===== src/hw/rtl/clcr_pkg.sv =====
`default_nettype none
// ----------------------------------------------------------------------------
// clcr_pkg
// Shared types, sizes and helpers for the circular list cursor ring.
// ----------------------------------------------------------------------------
package clcr_pkg;

  localparam int CAPACITY = 16;
  localparam int PTR_W    = (CAPACITY > 1) ? $clog2(CAPACITY) : 1;
  localparam int CNT_W    = $clog2(CAPACITY + 1);
  localparam int SUM_W    = CNT_W + 1;
  localparam int DATA_W   = 32;
  localparam int OP_W     = 2;
  localparam int OCC_W    = 5;

  typedef enum logic [OP_W-1:0] {
    OP_ADD     = 2'd0,
    OP_REMOVE  = 2'd1,
    OP_ADVANCE = 2'd2
  } op_e;

  typedef logic [PTR_W-1:0]         ptr_t;
  typedef logic [CNT_W-1:0]         cnt_t;
  typedef logic signed [DATA_W-1:0] data_t;

  typedef struct packed {
    logic rd;      // item accepted: latch it and read the next front slot
    logic commit;  // finish the item: update state and load the result
  } clcr_cmd_t;

  typedef struct packed {
    data_t            front_value;
    data_t            back_value;
    logic             is_empty;
    logic [OCC_W-1:0] occupancy;
    logic             error;
  } out_item_t;

  // slot index (ptr + off) modulo CAPACITY, off at most CAPACITY
  function automatic ptr_t wrap_add(input ptr_t ptr, input cnt_t off);
    logic [SUM_W-1:0] sum;
    sum = SUM_W'(ptr) + SUM_W'(off);
    if (sum >= SUM_W'(CAPACITY)) begin
      sum = sum - SUM_W'(CAPACITY);
    end
    return PTR_W'(sum);
  endfunction

endpackage
`default_nettype wire


===== src/hw/rtl/clcr_dp.sv =====
`default_nettype none
// ----------------------------------------------------------------------------
// clcr_dp
// Ring store, front pointer, count, cached front/back values, result register.
// ----------------------------------------------------------------------------
module clcr_dp
  import clcr_pkg::*;
(
  input  wire logic             clk,
  input  wire logic             rst,
  input  wire clcr_cmd_t        cmd,
  input  wire logic [OP_W-1:0]  opcode,
  input  wire data_t            value,
  output      out_item_t        result
);

  localparam cnt_t OFF_ONE  = CNT_W'(1);
  localparam cnt_t OFF_BACK = CNT_W'(CAPACITY - 1);
  localparam cnt_t CNT_FULL = CNT_W'(CAPACITY);

  data_t            mem [CAPACITY];
  data_t            rdata;
  ptr_t             fp;
  ptr_t             fp_next;
  cnt_t             count;
  cnt_t             count_next;
  data_t            front_reg;
  data_t            front_next;
  data_t            back_reg;
  data_t            back_next;
  logic [OP_W-1:0]  op_q;
  data_t            val_q;
  logic             err;
  logic             we;
  ptr_t             waddr;
  data_t            wdata;

  // read the slot after the front while the item is taken
  always_ff @(posedge clk) begin
    if (cmd.rd) begin
      rdata <= mem[wrap_add(fp, OFF_ONE)];
      op_q  <= opcode;
      val_q <= value;
    end
    if (cmd.commit && we) begin
      mem[waddr] <= wdata;
    end
  end

  always_comb begin
    fp_next    = fp;
    count_next = count;
    front_next = front_reg;
    back_next  = back_reg;
    err        = 1'b0;
    we         = 1'b0;
    waddr      = fp;
    wdata      = val_q;
    case (op_q)
      OP_ADD: begin
        if (count == CNT_FULL) begin
          err = 1'b1;
        end else begin
          fp_next    = wrap_add(fp, OFF_BACK);
          count_next = count + OFF_ONE;
          front_next = val_q;
          back_next  = (count == '0) ? val_q : back_reg;
          we         = 1'b1;
          waddr      = fp_next;
          wdata      = val_q;
        end
      end
      OP_REMOVE: begin
        if (count == '0) begin
          err = 1'b1;
        end else begin
          fp_next    = wrap_add(fp, OFF_ONE);
          count_next = count - OFF_ONE;
          front_next = rdata;
        end
      end
      OP_ADVANCE: begin
        if (count == '0) begin
          err = 1'b1;
        end else begin
          fp_next    = wrap_add(fp, OFF_ONE);
          // single element: the slot read ahead holds no list element
          front_next = (count == OFF_ONE) ? front_reg : rdata;
          back_next  = front_reg;
          we         = 1'b1;
          waddr      = wrap_add(fp, count);
          wdata      = front_reg;
        end
      end
      default: err = 1'b1;
    endcase
  end

  always_ff @(posedge clk) begin
    if (rst) begin
      fp    <= '0;
      count <= '0;
    end else if (cmd.commit) begin
      fp    <= fp_next;
      count <= count_next;
    end
  end

  always_ff @(posedge clk) begin
    if (cmd.commit) begin
      front_reg          <= front_next;
      back_reg           <= back_next;
      result.front_value <= (count_next == '0) ? '0 : front_next;
      result.back_value  <= (count_next == '0) ? '0 : back_next;
      result.is_empty    <= (count_next == '0);
      result.occupancy   <= OCC_W'(count_next);
      result.error       <= err;
    end
  end

  a_count_bound: assert property (@(posedge clk) disable iff (rst)
    count <= CNT_FULL)
    else $error("element count above capacity");

  a_refused_holds: assert property (@(posedge clk) disable iff (rst)
    (cmd.commit && err) |=> (count == $past(count) && fp == $past(fp)))
    else $error("refused operation changed the list");

  a_add_grows: assert property (@(posedge clk) disable iff (rst)
    (cmd.commit && !err && op_q == OP_ADD) |=> (count == $past(count) + OFF_ONE))
    else $error("add did not grow the list by one");

endmodule
`default_nettype wire


===== config.mk =====
export PLATFORM = sky130hd
export DESIGN_NAME = clcr_dp
export DESIGN_NICKNAME = d
export VERILOG_FILES = /design/src/hw/rtl/clcr_pkg.sv /design/src/hw/rtl/clcr_dp.sv
export SDC_FILE = /design/constraint.sdc
export NUM_CORES = 1
export LEC_CHECK = 0
export BUFFER_PORTS_ARGS = -buffer_cell sky130_fd_sc_hd__buf_4
export CORE_MARGIN = 2
export CORE_UTILIZATION = 60
export CTS_CLUSTER_SIZE = 12
export DETAILED_ROUTE_END_ITERATION = 12
export PLACE_DENSITY_LB_ADDON = 0.15
export SETUP_SLACK_MARGIN = 0.3
export SLEW_MARGIN = 15
export SYNTH_ARGS = -nofsm -noshare
export SYNTH_HDL_FRONTEND = slang
export SYNTH_SLANG_ARGS = --single-unit

===== constraint.sdc =====
create_clock -name clk -period 12.2 [get_ports clk]
set_input_delay 1.83 -clock clk [delete_from_list [all_inputs] [get_ports clk]]
set_output_delay 1.83 -clock clk [all_outputs]
set_load 0.03 [all_outputs]

==> impl.org <==
** Synthesis
- Counting flops with a built-in enable in the synthesized netlist gives around 710.
- After synthesis, the share of flip-flops with an asynchronous set or reset is 0.
- Mapped Nets :: 1572
- Of the post-synthesis cell area, the dominant cell type holds 0.740.
- In this run the mean area of a mapped cell was 19.0 µm².
- Yosys printed 0 warnings.
- Mapped Area :: 0.0289 mm²
- After synthesis the netlist holds a flip-flop and latch count of 722.
- After synthesis, the netlist uses 58 different library cells.
- Synthesis handed over a netlist of 1520 instances.
- The biggest area contributor in the post-synthesis netlist is sky130_fd_sc_hd__edfxtp_1.
- For this run, the register share of the synthesized area comes to 0.746.
- Most used flip-flop cell after synthesis :: sky130_fd_sc_hd__edfxtp_1
- By area the synthesized netlist is led by sky130_fd_sc_hd__edfxtp_1 74%, sky130_fd_sc_hd__mux4_2 12%, sky130_fd_sc_hd__nand2_1 1.9%.

** Die
- During I/O placement, the number of pins put on the boundary was between 100 and 150.
- Starting utilization of the core area :: 0.608
- Height of the die :: 224 µm
- Overall die area :: 0.0500 mm²
- Die W :: 224 µm
- After floorplanning, the core was divided into 80 placement rows.
- Core area :: 0.0476 mm²

** Timing
- At the pin with the least slew margin, the transition time is about 1200 ps.
- Number of max-slew violations in the final report :: 0
- Rel. slew slack :: 0.207
- Total negative slack for setup checks :: 0 ps
- Setup repair after global routing left no endpoint under its margin.
- Of the available clock period, the critical path in the final layout requires 0.350.
- Setup violations remaining at the end of the flow were counted as 0.
- Hold Fails Final Rpt :: 0
- Counting I/O delays and the setup requirement, the final critical path takes 4270 ps.
- Timing would allow up to 0.234 GHz.
- Final worst clock skew :: 20.9 ps

** Layout
- The count of cells in the finished layout, fillers not included, comes to 2300.
- # diodes :: 0
- Core Util, Final :: 0.688
- Layout Nets :: 1700
- Layout cell share with drive strength beyond 1 :: 0.261
- Flip-flop count of the largest register after layout :: roughly 510
- Final instance area :: 0.0328 mm²
- Register ranked first by flip-flop count :: mem
- Synthesis-to-layout area growth :: 13.2%
- Largest registers :: mem x512, result x71

** Outcome
- The run finished with clean final reports.

** Worst setup path
- Nature of the critical path startpoint :: flip-flop
- The worst register-to-register path has a depth of 8.
- Data required time of the critical path :: approximately 12000 ps
- By startpoint and endpoint, the worst setup path is classified as flip-flop to flip-flop.
- Setup slack, reg-to-reg :: 7930 ps
- Arrival time of data at the critical path endpoint :: ~4500 ps
- The worst register-to-register path ends at mem[6][11].
- The startpoint identified for the worst register-to-register timing path is op_q[0].
- Critical Path End Type :: flip-flop
- Maximum fanout encountered on the critical timing path :: 35

** Clock tree
- In this run the clock root is driven by a sky130_fd_sc_hd__clkbuf_16.
- Hold repair after CTS inserted 0 buffers.
- Clock sink count :: about 720
- Post-CTS setup-driven buffer insertion count :: 0
- Maximum count of clock buffers along a single path :: 3
- For the worst-skew pair, the clock arrives at the later sink with an insertion delay of 610 ps.
- Clock tree from TritonCTS :: yes
- The number of clock buffers added by TritonCTS is 75.
- Clock-pin transition on the worst setup and hold timing paths :: 60 ps
- The clock tree synthesis step divided the H-tree into 3 levels.
- Post-cts repair resize count :: 0

** Global route
- Antenna violations before repair :: 0
- Overflow left after global routing :: 0
- Maximum number of pins on one net before global-route repair :: 92
- Wire length of the first global-routing pass :: 94.5 mm
- For this run, the total global-route usage over all layers was measured as 0.255.
- The via count of the first global-routing pass came to 15133.

** Placement
- Standard cell area after detailed placement :: around 0.031 mm²
- Once detailed placement completed, the half-perimeter wirelength came to ~37 mm.
- PortBufs :: roughly 110
- The number of placed instances, taps included, is 2186.
- The congestion estimate from routability-driven global placement came to 0.839.

** Power
- Static power due to leakage :: 10.9 nW
- In this run the power density over the cells is 189 mW/mm².
- Maximum ir drop on the vdd rail :: roughly 0.12 mV
- Power comes to just over 6 mW.

** Hold path
- Worst Hold Depth :: 2
- The worst hold path belongs to the class flip-flop to flip-flop.
- The worst hold path terminates at back_reg[28].
- The worst hold path begins at back_reg[28].

** Flow run
- Max-cap check violation count :: 0

** Drt
- In the routed design, unresolved DRC markers number 0.
- The count of nets left with antenna violations once routing finished came out at 0.
- Avg Vias per Cell :: about 6.6
- The routed design has ~62 mm of wire.
- For this block, the initial DRC count from the detailed router was 2084.
- Dividing the detail-routed wire length by the instance count gives 27.0 µm.
- Across all layers, the routed design uses 15193 vias.
- The first detailed-routing pass took 7 iterations.
==> layer usage <==
layer  up-vias  share of wire  track usage
li1       6482              -            -
met1      7828           0.43        0.399
met2       794           0.45        0.374
met3        89          0.099       0.0571
met4         0          0.017       0.0598
met5         -              0            0
==> layout make-up <==
cell class / count / area [µm²]
Sequential cell: 722 / 21600
Inverter: 48 / 180
Clock inverter: 22 / 195
Fill cell: 2992 / 14900
Multi-Input combinational cell: 650 / 6880
Clock buffer: 92 / 2000
Tap cell: 615 / 769
Timing Repair Buffer: 151 / 1140
==> where the power goes <==
group | switching [mW] | leakage (nW) | internal (mW)
logic | 0.608 | 3.15 | 0.412
clock network | 0.888 | 1.08 | 1.20
registers | 0.100 | 6.70 | 3.00
==> cell families after synthesis <==
kind of cell	share of synthesized area
flip-flops	0.746
AND/OR/NAND/NOR	0.0389
buffers and inverters	0.0216
AO/OA/AOI/OAI	0.0593
adder cells (fa/ha/maj)	0.00631
multiplexers	0.126
XOR/XNOR	0.00212
==> cells in the mapped netlist, types with 16 or more instances <==
| master | count |
|---|---|
| sky130_fd_sc_hd__a222oi_1 | 32 |
| sky130_fd_sc_hd__a22oi_1 | 64 |
| sky130_fd_sc_hd__buf_2 | 16 |
| sky130_fd_sc_hd__clkbuf_1 | 70 |
| sky130_fd_sc_hd__edfxtp_1 | 713 |
| sky130_fd_sc_hd__inv_1 | 46 |
| sky130_fd_sc_hd__mux4_2 | 160 |
| sky130_fd_sc_hd__nand2_1 | 143 |
| sky130_fd_sc_hd__nor2_1 | 52 |
| sky130_fd_sc_hd__nor3_1 | 23 |
| sky130_fd_sc_hd__o21a_1 | 35 |
| sky130_fd_sc_hd__o221ai_1 | 33 |
==> per-stage QoR <==
step	worst slack [ps]	hold slack (ps)
floorplan	7220	542
detailed placement	8020	570
CTS	8010	586
finish	7930	583
global route	7720	613
global placement	8140	561
==> worst max-delay path: stages (launching register included) <==
cell and delay [ps]:
sky130_fd_sc_hd__edfxtp_1 420, sky130_fd_sc_hd__inv_1 100, sky130_fd_sc_hd__ha_1 470, sky130_fd_sc_hd__clkinv_1 1060, sky130_fd_sc_hd__o21ai_0 470, sky130_fd_sc_hd__mux2i_1 160, sky130_fd_sc_hd__a211o_1 430, sky130_fd_sc_hd__nor3_2 270
sky130_fd_sc_hd__buf_4 500
==> how the worst max path moves through the flow <==
stage                  from          to  cells after the start
finish              op_q[0]  mem[6][11]                      8
global route        op_q[0]   mem[6][0]                      8
CTS                 op_q[0]  mem[6][11]                      8
detailed placement  op_q[0]  mem[6][11]                      8
global placement    op_q[0]   mem[5][8]                      8
floorplan             fp[0]  mem[12][0]                     11
==> cells in the final DEF (no fill, tap or decap), drive strengths merged, types with 9 or more instances in the layout <==
cell	Yosys	routed
inv	46	48
o221ai	33	33
nor3	23	23
ha	13	13
edfxtp	713	713
nor2	53	53
mux4	160	160
clkbuf	70	92
o21a	35	35
a222oi	32	32
clkinv	2	20
o21ai	12	12
dfxtp	9	9
buf	30	151
nand2	143	143
a22oi	64	64
No activity file was read; power rests on OpenSTA's default activity.
